`src/design/lfpd_pkg.sv`:
```
// Shared types, constants and the sensor pattern map for the line follower PD motor drive.
package lfpd_pkg;

   localparam int CSR_INDEX_W = 8;
   localparam int GAIN_W      = 16;

   localparam logic [CSR_INDEX_W-1:0] CSR_KP_GAIN = 8'd0;
   localparam logic [CSR_INDEX_W-1:0] CSR_KD_GAIN = 8'd1;

   localparam logic [6:0] PAT_CENTER     = 7'b0001000;
   localparam logic [6:0] PAT_RIGHT_1    = 7'b0001100;
   localparam logic [6:0] PAT_RIGHT_3    = 7'b0000100;
   localparam logic [6:0] PAT_RIGHT_4    = 7'b0000110;
   localparam logic [6:0] PAT_RIGHT_10   = 7'b0000010;
   localparam logic [6:0] PAT_LEFT_1     = 7'b0011000;
   localparam logic [6:0] PAT_LEFT_3     = 7'b0010000;
   localparam logic [6:0] PAT_LEFT_4     = 7'b0110000;
   localparam logic [6:0] PAT_LEFT_10    = 7'b0100000;

   localparam logic signed [17:0] CMD_MAX = 18'sd1023;
   localparam logic signed [17:0] CMD_MIN = -18'sd1023;

   typedef struct packed {
      logic signed [4:0]  err;
      logic signed [5:0]  delta;
      logic signed [10:0] base;
   } stage_type;

   typedef struct packed {
      logic [9:0] right_duty;
      logic       right_dir_a;
      logic       right_dir_b;
      logic [9:0] left_duty;
      logic       left_dir_a;
      logic       left_dir_b;
   } result_type;

   function automatic logic signed [4:0] map_position(logic [6:0] pattern,
                                                      logic signed [4:0] held);
      logic signed [4:0] pos;
      case (pattern)
         PAT_CENTER:   pos = 5'sd0;
         PAT_RIGHT_1:  pos = 5'sd1;
         PAT_RIGHT_3:  pos = 5'sd3;
         PAT_RIGHT_4:  pos = 5'sd4;
         PAT_RIGHT_10: pos = 5'sd10;
         PAT_LEFT_1:   pos = -5'sd1;
         PAT_LEFT_3:   pos = -5'sd3;
         PAT_LEFT_4:   pos = -5'sd4;
         PAT_LEFT_10:  pos = -5'sd10;
         default:      pos = held;
      endcase
      return pos;
   endfunction

endpackage

```
`src/design/lfpd_if.sv`:
```
// Valid/ready channel interfaces for samples, wheel commands and register writes.
interface lfpd_req_if;
   logic              valid;
   logic              ready;
   logic [6:0]        line_pattern;
   logic signed [10:0] base_speed;

   modport source (output valid, output line_pattern, output base_speed, input ready);
   modport sink   (input valid, input line_pattern, input base_speed, output ready);
endinterface

interface lfpd_rsp_if;
   logic       valid;
   logic       ready;
   logic [9:0] right_duty;
   logic       right_dir_a;
   logic       right_dir_b;
   logic [9:0] left_duty;
   logic       left_dir_a;
   logic       left_dir_b;

   modport source (output valid, output right_duty, output right_dir_a, output right_dir_b,
                   output left_duty, output left_dir_a, output left_dir_b, input ready);
   modport sink   (input valid, input right_duty, input right_dir_a, input right_dir_b,
                   input left_duty, input left_dir_a, input left_dir_b, output ready);
endinterface

interface lfpd_csr_if;
   logic                             valid;
   logic                             ready;
   logic [lfpd_pkg::CSR_INDEX_W-1:0] index;
   logic [lfpd_pkg::GAIN_W-1:0]      data;

   modport source (output valid, output index, output data, input ready);
   modport sink   (input valid, input index, input data, output ready);
endinterface

```
`src/design/lfpd_track.sv`:
```
// Line position tracking, error and error delta, registered into the input stage.
module lfpd_track (
   input  logic                clock,
   input  logic                reset,
   input  logic                load,
   input  logic [6:0]          line_pattern,
   input  logic signed [10:0]  base_speed,
   output lfpd_pkg::stage_type stage_ff
);

   logic signed [4:0] held_position_ff;
   logic signed [4:0] held_position_in;
   logic signed [4:0] previous_error_ff;
   logic signed [4:0] err_in;
   lfpd_pkg::stage_type stage_in;

   always_comb begin
      held_position_in = lfpd_pkg::map_position(line_pattern, held_position_ff);
      err_in           = -held_position_in;
      stage_in.err     = err_in;
      stage_in.delta   = 6'(err_in) - 6'(previous_error_ff);
      stage_in.base    = base_speed;
   end

   always_ff @(posedge clock) begin
      if (reset) begin
         held_position_ff  <= '0;
         previous_error_ff <= '0;
      end else if (load) begin
         held_position_ff  <= held_position_in;
         previous_error_ff <= err_in;
      end
   end

   always_ff @(posedge clock) begin
      if (load) begin
         stage_ff <= stage_in;
      end
   end

endmodule

```
`src/design/lfpd_drive.sv`:
```
// PD correction, wheel mixing, truncation, saturation and the result register.
module lfpd_drive (
   input  logic                          clock,
   input  logic                          load,
   input  lfpd_pkg::stage_type           stage,
   input  logic [lfpd_pkg::GAIN_W-1:0]   kp_gain,
   input  logic [lfpd_pkg::GAIN_W-1:0]   kd_gain,
   output lfpd_pkg::result_type          result_ff
);

   logic signed [16:0] kp_s;
   logic signed [16:0] kd_s;
   logic signed [23:0] p_term;
   logic signed [23:0] d_term;
   logic signed [25:0] corr;
   logic signed [25:0] base_q;
   logic signed [25:0] right_q;
   logic signed [25:0] left_q;
   logic signed [17:0] right_cmd;
   logic signed [17:0] left_cmd;
   lfpd_pkg::result_type result_in;

   function automatic logic signed [17:0] to_command(logic signed [25:0] q);
      logic signed [17:0] c;
      c = q[25:8];
      if (q[25] && (q[7:0] != 8'd0)) begin
         c = c + 18'sd1;
      end
      if (c > lfpd_pkg::CMD_MAX) begin
         c = lfpd_pkg::CMD_MAX;
      end else if (c < lfpd_pkg::CMD_MIN) begin
         c = lfpd_pkg::CMD_MIN;
      end
      return c;
   endfunction

   function automatic logic [9:0] magnitude(logic signed [17:0] c);
      logic signed [17:0] m;
      m = c[17] ? -c : c;
      return m[9:0];
   endfunction

   always_comb begin
      kp_s    = signed'({1'b0, kp_gain});
      kd_s    = signed'({1'b0, kd_gain});
      p_term  = 24'(kp_s) * 24'(stage.err);
      d_term  = 24'(kd_s) * 24'(stage.delta);
      corr    = 26'(p_term) + 26'(d_term);
      base_q  = signed'({{7{stage.base[10]}}, stage.base, 8'd0});
      right_q = base_q + corr;
      left_q  = base_q - corr;

      right_cmd = to_command(right_q);
      left_cmd  = to_command(left_q);

      result_in.right_duty  = magnitude(right_cmd);
      result_in.right_dir_a = right_cmd[17];
      result_in.right_dir_b = !right_cmd[17] && (right_cmd != 18'sd0);
      result_in.left_duty   = magnitude(left_cmd);
      result_in.left_dir_a  = !left_cmd[17] && (left_cmd != 18'sd0);
      result_in.left_dir_b  = left_cmd[17];
   end

   always_ff @(posedge clock) begin
      if (load) begin
         result_ff <= result_in;
      end
   end

endmodule

```
`src/design/line_follower_pd_motor_drive.sv`:
```
// Top level of the line follower PD motor drive: handshake, gain registers and stages.
//
// req carries one control sample per transfer: the 7-bit sensor pattern and a
// signed base speed. rsp carries one wheel command set per sample: duty
// magnitude and H-bridge direction bits for the right and left wheels.
// csr writes the gains: index 0 is kp_gain, index 1 is kd_gain, both unsigned
// Q8.8; writes to other indexes are dropped. csr is always ready.
// The req transfer edge loads the input stage register with the sensor map and
// error update; the result register then loads the PD multiply, wheel mix and
// saturation on an edge where it is free (rsp empty or rsp ready), and rsp valid
// rises with that load. Throughput is one sample per cycle while the receiver
// does not stall.
// When the receiver stalls, the result register holds and the input stage can
// still take one more sample; req ready drops only when both are full.
// Reset clears both stage valid flags, the held line position, the previous
// error and both gains.
module line_follower_pd_motor_drive (
   input  logic      clock,
   input  logic      reset,
   lfpd_req_if.sink  req,
   lfpd_rsp_if.source rsp,
   lfpd_csr_if.sink  csr
);

   logic [lfpd_pkg::GAIN_W-1:0] kp_gain_ff;
   logic [lfpd_pkg::GAIN_W-1:0] kd_gain_ff;
   logic                        stage_valid_ff;
   logic                        stage_valid_in;
   logic                        rsp_valid_ff;
   logic                        rsp_valid_in;
   logic                        out_free;
   logic                        req_xfer;
   logic                        advance;
   lfpd_pkg::stage_type         stage;
   lfpd_pkg::result_type        result;

   assign csr.ready = 1'b1;

   always_ff @(posedge clock) begin
      if (reset) begin
         kp_gain_ff <= '0;
         kd_gain_ff <= '0;
      end else if (csr.valid) begin
         if (csr.index == lfpd_pkg::CSR_KP_GAIN) begin
            kp_gain_ff <= csr.data;
         end
         if (csr.index == lfpd_pkg::CSR_KD_GAIN) begin
            kd_gain_ff <= csr.data;
         end
      end
   end

   always_comb begin
      out_free       = !rsp_valid_ff || rsp.ready;
      advance        = stage_valid_ff && out_free;
      req.ready      = !stage_valid_ff || out_free;
      req_xfer       = req.valid && req.ready;
      stage_valid_in = req_xfer || (stage_valid_ff && !out_free);
      rsp_valid_in   = advance || (rsp_valid_ff && !rsp.ready);
   end

   always_ff @(posedge clock) begin
      if (reset) begin
         stage_valid_ff <= 1'b0;
         rsp_valid_ff   <= 1'b0;
      end else begin
         stage_valid_ff <= stage_valid_in;
         rsp_valid_ff   <= rsp_valid_in;
      end
   end

   lfpd_track u_track (
      .clock        (clock),
      .reset        (reset),
      .load         (req_xfer),
      .line_pattern (req.line_pattern),
      .base_speed   (req.base_speed),
      .stage_ff     (stage)
   );

   lfpd_drive u_drive (
      .clock     (clock),
      .load      (advance),
      .stage     (stage),
      .kp_gain   (kp_gain_ff),
      .kd_gain   (kd_gain_ff),
      .result_ff (result)
   );

   assign rsp.valid       = rsp_valid_ff;
   assign rsp.right_duty  = result.right_duty;
   assign rsp.right_dir_a = result.right_dir_a;
   assign rsp.right_dir_b = result.right_dir_b;
   assign rsp.left_duty   = result.left_duty;
   assign rsp.left_dir_a  = result.left_dir_a;
   assign rsp.left_dir_b  = result.left_dir_b;

endmodule

```
`src/flat_wrapper.sv`:
```
// flat-port wrapper written by rule: the top's interface ports become plain ports
module line_follower_pd_motor_drive_flat 
  (clock, reset, req_valid, req_line_pattern, req_base_speed, req_ready, rsp_valid, rsp_right_duty, rsp_right_dir_a, rsp_right_dir_b, rsp_left_duty, rsp_left_dir_a, rsp_left_dir_b, rsp_ready, csr_valid, csr_index, csr_data, csr_ready);
  lfpd_req_if req_i ();
  lfpd_rsp_if rsp_i ();
  lfpd_csr_if csr_i ();
  input  logic clock;
  input  logic reset;
  input wire logic [$bits(req_i.valid)-1:0] req_valid;
  input wire logic [$bits(req_i.line_pattern)-1:0] req_line_pattern;
  input wire logic [$bits(req_i.base_speed)-1:0] req_base_speed;
  output wire logic [$bits(req_i.ready)-1:0] req_ready;
  output wire logic [$bits(rsp_i.valid)-1:0] rsp_valid;
  output wire logic [$bits(rsp_i.right_duty)-1:0] rsp_right_duty;
  output wire logic [$bits(rsp_i.right_dir_a)-1:0] rsp_right_dir_a;
  output wire logic [$bits(rsp_i.right_dir_b)-1:0] rsp_right_dir_b;
  output wire logic [$bits(rsp_i.left_duty)-1:0] rsp_left_duty;
  output wire logic [$bits(rsp_i.left_dir_a)-1:0] rsp_left_dir_a;
  output wire logic [$bits(rsp_i.left_dir_b)-1:0] rsp_left_dir_b;
  input wire logic [$bits(rsp_i.ready)-1:0] rsp_ready;
  input wire logic [$bits(csr_i.valid)-1:0] csr_valid;
  input wire logic [$bits(csr_i.index)-1:0] csr_index;
  input wire logic [$bits(csr_i.data)-1:0] csr_data;
  output wire logic [$bits(csr_i.ready)-1:0] csr_ready;
  assign req_i.valid = req_valid;
  assign req_i.line_pattern = req_line_pattern;
  assign req_i.base_speed = req_base_speed;
  assign req_ready = req_i.ready;
  assign rsp_valid = rsp_i.valid;
  assign rsp_right_duty = rsp_i.right_duty;
  assign rsp_right_dir_a = rsp_i.right_dir_a;
  assign rsp_right_dir_b = rsp_i.right_dir_b;
  assign rsp_left_duty = rsp_i.left_duty;
  assign rsp_left_dir_a = rsp_i.left_dir_a;
  assign rsp_left_dir_b = rsp_i.left_dir_b;
  assign rsp_i.ready = rsp_ready;
  assign csr_i.valid = csr_valid;
  assign csr_i.index = csr_index;
  assign csr_i.data = csr_data;
  assign csr_ready = csr_i.ready;
  line_follower_pd_motor_drive u_core (.clock(clock), .reset(reset), .req(req_i), .rsp(rsp_i), .csr(csr_i));
endmodule
```
`config.mk`:
```
export PLATFORM = sky130hd
export DESIGN_NAME = line_follower_pd_motor_drive_flat
export DESIGN_NICKNAME = d
export VERILOG_FILES = /design/src/design/lfpd_pkg.sv /design/src/design/lfpd_if.sv /design/src/design/lfpd_track.sv /design/src/design/lfpd_drive.sv /design/src/design/line_follower_pd_motor_drive.sv /design/src/flat_wrapper.sv
export SDC_FILE = /design/constraint.sdc
export NUM_CORES = 1
export LEC_CHECK = 0
export BUFFER_PORTS_ARGS = -buffer_cell sky130_fd_sc_hd__buf_4
export CAP_MARGIN = 20
export CORE_MARGIN = 3
export CORE_UTILIZATION = 35
export CTS_BUF_LIST = sky130_fd_sc_hd__clkbuf_8
export CTS_CLUSTER_DIAMETER = 60
export DETAILED_ROUTE_END_ITERATION = 10
export GPL_TIMING_DRIVEN = 0
export SYNTH_ARGS = -nofsm -noshare
export SYNTH_HDL_FRONTEND = slang
export SYNTH_HIERARCHICAL = 1
export SYNTH_SLANG_ARGS = --single-unit
export TNS_END_PERCENT = 1
```
`constraint.sdc`:
```
create_clock -name clock -period 10.7 [get_ports clock]
set_input_delay 2.14 -clock clock [delete_from_list [all_inputs] [get_ports clock]]
set_output_delay 2.14 -clock clock [all_outputs]
set_load 0.05 [all_outputs]
```
==> summary.txt, run 1 <==
status - finished clean
Worst path max stage delay - 0.55 ns
Clk Latency, worst-skew pair - 0.42 ns
synthesized instance count - 1559
Bufs on Longest Clock Path - 2
first-pass GRT wire length - 56300 um
Worst EP arrival - 10.60 ns
antenna viol nets, final - 0
ANT cells - 0
CTS Hold Buffers Added - 0
grt total ovfl - 0
kind of critical path - reg2reg
Die ar. - 41500 um2
RSZ-0062 raised after global routing - yes
pin count of the biggest net entering global routing - 24
GRT Total Usage - 0.167
final setup vio count - 0
Post-Syn Area - 13700 um2
Worst setup SP type - flip-flop
worst rel slew slack - 0.412
io pins - 74
leading area contributor after synthesis - fa_1
vias in the first global route - 10900
min Tclk post-route - 10.34 ns
delay-heaviest family, CP - compound AO/OA/AOI/OAI gates
Synth top area share - 0.203
Buf/Inv on CP - 8
Layout Nets - 1968
most used cell along the critical path - fa_1
Top FF cell, synth - edfxtp_1
CP Capture Type - flip-flop
routability congestion estimate - 0.894
Fill cells - 3748
#FFs+latches synth - 89
Post-synth EDFFs - 46
Seq/Total Area, Yosys - 0.164
f_max - 96.7 MHz
Site Rows - 71
Mean Syn Cell Area - 8.79 um2
Async SR Flop Fraction - 0
share of cells above drive strength 1 - 0.166
CTS sink count - 89
Final WS setup - 0.362 ns
# DRC - 0
critical path peak fanout - 10
root buffer cell - clkbuf_8
Tightest Pin Transition - 0.879 ns
Final Skew - 0.0291 ns
via count - 11200
core footprint - 38100 um2
dpl ws - -1.38 ns
chip height - 204 um
Hold Crit Class - reg2reg
Pre-Repair DR Iteration Count - 5
Initial Utilization - 0.359
CTS Buf Count - 9
I/O Buffers - 68
Synthesized Nets - 1853
Req. time, crit path - 10.96 ns
Total Routed Length - 34700 um
DIE WIDTH - 204 um
detailed placement HPWL - 28100 um
initial antenna violation count - 0
period utilization - 0.966
Register Area - 2240 um2
Area Overhead vs Synth - 15.5%
H-Tree Depth - 3
routed vias/inst - 5.13
max-slew violations - 0
initial DRC count - 570
footprint of the multi-input gates - 10800 um2
unique cell type count in the Yosys netlist - 106
Synth area leaders - fa_1 (20%), edfxtp_1 (10%), ha_1 (9.9%)
CTS tree - yes
Clock transition at path regs - 0.13 ns
Hold Vio Cnt, Final - 0
Yosys warning total - 6
WL/cell - 15.8 um
Max Cap Violations - 0
critical path's slowest cell - fa_1
[cell usage in the layout (no fill, tap or decap), types with 7 or more instances in the layout]
| cell | Yosys | layout |
|---|---|---|
| xnor2_1 | 55 | 51 |
| a21oi_2 | 2 | 8 |
| clkbuf_1 | 26 | 16 |
| o211ai_1 | 10 | 10 |
| nand4_1 | 11 | 11 |
| or3_1 | 12 | 12 |
| buf_2 | 7 | 7 |
| nor2b_1 | 15 | 14 |
| buf_4 | 4 | 110 |
| nor4_1 | 10 | 8 |
| nand3_1 | 29 | 27 |
| and3_1 | 13 | 12 |
| dfxtp_1 | 43 | 42 |
| buf_6 | 7 | 11 |
| nor3_1 | 28 | 25 |
| clkbuf_8 | 2 | 11 |
| fa_1 | 139 | 139 |
| inv_1 | 216 | 211 |
| nand2b_1 | 70 | 70 |
| nand2_1 | 134 | 132 |
| o21bai_1 | 10 | 9 |
| xor2_1 | 21 | 19 |
| a211oi_1 | 12 | 11 |
| o21a_1 | 9 | 9 |
| mux2i_1 | 41 | 41 |
| nor2_1 | 94 | 92 |
| ha_1 | 108 | 99 |
| nor3b_1 | 11 | 11 |
| a21oi_1 | 68 | 59 |
| a31oi_1 | 10 | 9 |
| a21o_1 | 13 | 13 |
| o21ai_0 | 37 | 32 |
| and2_1 | 78 | 78 |
| edfxtp_1 | 46 | 46 |
[cell usage after synthesis, types with 6 or more instances]
library cell,number
xnor2_1,55
o211ai_1,10
a31o_2,6
nor3_1,28
a221oi_1,6
and2_1,78
nor2b_1,15
nand2_1,134
mux2i_1,41
inv_1,216
buf_6,7
nand2b_1,70
nor3b_1,11
fa_1,139
dfxtp_1,43
edfxtp_1,46
nand4_1,11
a21o_1,13
xor2_1,21
or3_1,12
nor2_1,94
and3_1,13
nand3_1,29
o31ai_1,6
nor4_1,10
a211oi_1,12
o21bai_1,10
a31oi_1,10
or2_2,6
o21ai_0,37
a21oi_1,68
clkbuf_1,26
ha_1,108
buf_2,7
o21a_1,9
[through the flow]
step           cells   util  cell area [um2]  setup TNS, ns  hold WS (ns)
2_1_floorplan   1559      -            13700              0         0.440
3_3_place_gp    2138  0.390            14800         -11.81         0.463
3_5_place_dp    2139  0.390            14900         -14.41         0.467
4_1_cts         2173  0.405            15400              0         0.488
5_1_grt         2190  0.415            15800         -0.156         0.522
6_report        2190  0.415            15800              0         0.484
[per-layer routing]
metal  routed length [um]  global-route usage
met1                16100               0.220
met2                16500               0.283
met3                 1170              0.0245
met4                  929              0.0509
met5                    0                   0
[flip-flops by register name, indices dropped and copies added (netlist names)]
register,cells
u_core/kd_gain_ff,16
u_core/stage_valid_ff,1
u_core/u_track/stage_ff,22
u_core/kp_gain_ff,16
u_core/u_track/previous_error_ff,4
u_core/u_drive/result_ff,24
u_core/u_track/held_position_ff,5
u_core/rsp.valid,1
[final cells by class]
type	instances	area share
multi-input combinational	1201	0.681
sequential	89	0.142
buffer	47	0.0203
inverter	219	0.0526
clock buffer	9	0.00783
clock inverter	7	0.00514
tap	511	0.0404
timing repair buffer	107	0.0512
[timing repair]
action	4_1_cts	5_1_grt
pin swaps	6	28
gates resized for setup	50	62
setup endpoints to repair	22	12
setup buffers	19	19
[cell families (layout without fill, tap and decap cells)]
kind of cell | after synthesis | count (layout) | synth area share
fa+ha+maj | 247 | 247 | 0.302
simple gates | 561 | 561 | 0.225
mux | 42 | 42 | 0.0311
buf+inv | 269 | 389 | 0.0816
compound gates | 273 | 273 | 0.146
flops | 89 | 89 | 0.164
xor+xnor | 77 | 77 | 0.0506
other cells | 1 | 1 | 0.000274
[worst reg2reg max path: cells and delay by family, from the launching register on]
family | cells | cell delay [ns]
AO/OA/AOI/OAI | 18 | 3.64
AND/OR/NAND/NOR | 9 | 1.64
buffers and inverters | 8 | 0.84
XOR/XNOR | 1 | 0.16
flip-flops | 1 | 0.53
adder cells (fa/ha/maj) | 8 | 3.38
[worst paths after layout]
check | slack (ns) | to | from | depth (start not counted)
worst max register to register | 0.36 | u_core/u_drive/result_ff[10] | u_core/u_track/stage_ff[12] | 44
worst max-delay path | 0.36 | u_core/u_drive/result_ff[10] | u_core/u_track/stage_ff[12] | 44
worst min-delay path | 0.48 | u_core/u_track/held_position_ff[4] | u_core/u_track/held_position_ff[4] | 2
worst min register to register | 0.48 | u_core/u_track/held_position_ff[4] | u_core/u_track/held_position_ff[4] | 2
Power of run 1 is left out: the tool's default activity adds up to more than one toggle a clock period on the data nets, which glitch-free logic cannot reach.
==> inputs of run 2 (changes only) <==
--- a/config.mk
+++ b/config.mk
@@ -13,8 +13,8 @@
 export CTS_CLUSTER_DIAMETER = 60
 export DETAILED_ROUTE_END_ITERATION = 10
+export GPL_ROUTABILITY_DRIVEN = 0
 export GPL_TIMING_DRIVEN = 0
 export SYNTH_ARGS = -nofsm -noshare
 export SYNTH_HDL_FRONTEND = slang
-export SYNTH_HIERARCHICAL = 1
 export SYNTH_SLANG_ARGS = --single-unit
 export TNS_END_PERCENT = 1
==> constraint.sdc (replaced) <==
create_clock -name clock -period 10.7 [get_ports clock]
set_input_delay 2.14 -clock clock [delete_from_list [all_inputs] [get_ports clock]]
set_output_delay 2.14 -clock clock [all_outputs]
set_load 0.005 [all_outputs]
==> summary.txt, run 2 <==
ANT cells - 0
Seq/Total Area, Yosys - 0.171
status - finished clean
max-slew violations - 0
leading area contributor after synthesis - fa_1
CTS Hold Buffers Added - 0
Bufs on Longest Clock Path - 2
reg2reg start - u_core.u_track.stage_ff[12]
largest family of logic cells by synthesized area - adder cells
met1 usage - 0.219
Async SR Flop Fraction - 0
met2 track demand over resource - 0.288
WL/cell - 15.5 um
Buf/Inv on CP - 6
Synth top area share - 0.213
design area - 15200 um2
most used cell along the critical path - fa_1
reg2reg end - u_core.u_drive.result_ff[4]
Largest regs - u_core.u_drive.result_ff (24), u_core.u_track.stage_ff (22)
synthesized instance count - 1515
DIE WIDTH - 199 um
Compound-Gate Fraction of Synth Area - 0.133
Hold Crit Class - reg2reg
Worst setup SP type - flip-flop
Simple-Gate Fraction of Synth Area - 0.207
initial DRC count - 451
CTS sink count - 89
io pins - 74
mux cell area share after synthesis - 0.0314
initial antenna violation count - 0
critical path's slowest cell - fa_1
f_max - 97.1 MHz
grt total ovfl - 0
Fill cells - 3618
routed vias/inst - 5.18
Layout Nets - 1926
# DRC - 0
I/O Buffers - 69
vias in the first global route - 10900
Clock transition at path regs - 0.12 ns
fraction of the mapped netlist area in adder cells - 0.316
GR Layer Usage met3 - 0.0246
CTS tree - yes
min Tclk post-route - 10.30 ns
Top FF cell, synth - edfxtp_1
Tightest Pin Transition - 0.918 ns
detailed placement HPWL - 26800 um
Die ar. - 39800 um2
Site Rows - 70
Pre-Repair DR Iteration Count - 5
GRT Total Usage - 0.166
period utilization - 0.963
Hold EP - u_core.u_track.previous_error_ff[1]
unique cell type count in the Yosys netlist - 90
CTS Buf Count - 9
Max Cap Violations - 0
antenna viol nets, final - 0
count leader, synth - inv_1
Worst path max stage delay - 0.54 ns
worst rel slew slack - 0.384
Mean Syn Cell Area - 8.64 um2
Yosys warning total - 0
first-pass GRT wire length - 54300 um
pin count of the biggest net entering global routing - 32
Hold Vio Cnt, Final - 0
Final Skew - 0.0270 ns
Worst EP arrival - 10.46 ns
Final Non-Filler Cells - 2105
kind of critical path - reg2reg
#FFs+latches synth - 89
Total Routed Length - 32700 um
CP Capture Type - flip-flop
post-synthesis xor/xnor area fraction - 0.0582
max reg flops - 24
commonest non-fill, non-tap cell in the layout - inv_1
Area Overhead vs Synth - 16.1%
Synth area leaders - fa_1 (21%), edfxtp_1 (11%), ha_1 (10%)
final setup vio count - 0
most frequent cells in the layout - inv_1 (217), fa_1 (139), nor2_1 (126)
min-delay src - u_core.u_track.previous_error_ff[1]
Req. time, crit path - 10.86 ns
critical path peak fanout - 10
origin of the worst setup path - u_core.u_track.stage_ff[12]
Post-Syn Area - 13100 um2
dpl ws - -1.36 ns
via count - 10900
placed inst area - 14200 um2
WHS - 0.471 ns
Synthesized Nets - 1809
Final WS setup - 0.399 ns
Largest Register - u_core.u_drive.result_ff
H-Tree Depth - 3
worst reg2reg path depth - 40
chip height - 199 um
worst hold path stage count - 2
delay-heaviest family, CP - adder cells
root buffer cell - clkbuf_8
core footprint - 36700 um2
R2R setup slack - 0.40 ns
busiest grt layer - met2
share of cells above drive strength 1 - 0.151
Inst Count DP - 2053
Clk Latency, worst-skew pair - 0.42 ns
Post-synth EDFFs - 46
top cells by count, synth - inv_1 (220), fa_1 (139), nor2_1 (127)
Initial Utilization - 0.357
-- run 2: logic make-up (layout without fill, tap and decap cells) --
logic type,count (synthesis),after routing
other cells,1,1
simple gates,523,523
compound gates,253,253
xor+xnor,87,87
buf+inv,274,396
mux,41,41
fa+ha+maj,247,247
flops,89,89
-- run 2: layout make-up --
class	instances	area [um2]	area share
multi-input combinational	1152	10200	0.670
sequential	89	2240	0.148
timing repair buffer	111	841	0.0553
inverter	220	833	0.0548
tap	468	586	0.0385
buffer	49	307	0.0202
clock buffer	9	124	0.00815
clock inverter	7	81.3	0.00535
-- run 2: per-layer routing --
metal  wire length (um)  vias to the layer above
li1                   -                     5322
met2              15800                      224
met3               1110                       47
met5                  0                        -
met4                657                        0
met1              15200                     5309
-- run 2: how the worst max path moves through the flow --
stage / depth (start not counted) / to / slack (ns)
finish: 40 / u_core.u_drive.result_ff[4] / 0.40
global placement: 44 / u_core.u_drive.result_ff[18] / -1.22
CTS: 45 / u_core.u_drive.result_ff[18] / -0.008
floorplan: 45 / u_core.u_drive.result_ff[18] / 0.43
detailed placement: 45 / u_core.u_drive.result_ff[18] / -1.36
global route: 42 / u_core.u_drive.result_ff[22] / -0.1
-- run 2: worst reg2reg max path: cells and delay by family, from the launching register on --
kind	cells	cell delay, ns
buf+inv	6	0.56
fa+ha+maj	8	3.35
xor+xnor	1	0.22
compound gates	16	2.84
flops	1	0.53
simple gates	9	2.54
-- run 2: per-stage QoR --
stage,util,setup TNS (ns)
after floorplan,-,0
after global placement,0.387,-11.20
after detailed placement,0.387,-13.39
after CTS,0.400,-0.00827
after global routing,0.414,-0.304
final,0.414,0
-- run 2: what timing repair did --
action                     CTS  global route
gates cloned                 0             0
hold endpoints to repair     0             0
resized for setup           46            74
buffers inserted            13            28
pin swaps                    9            25
setup endpoints to repair   22            12
Power of run 2 is left out for the same reason.
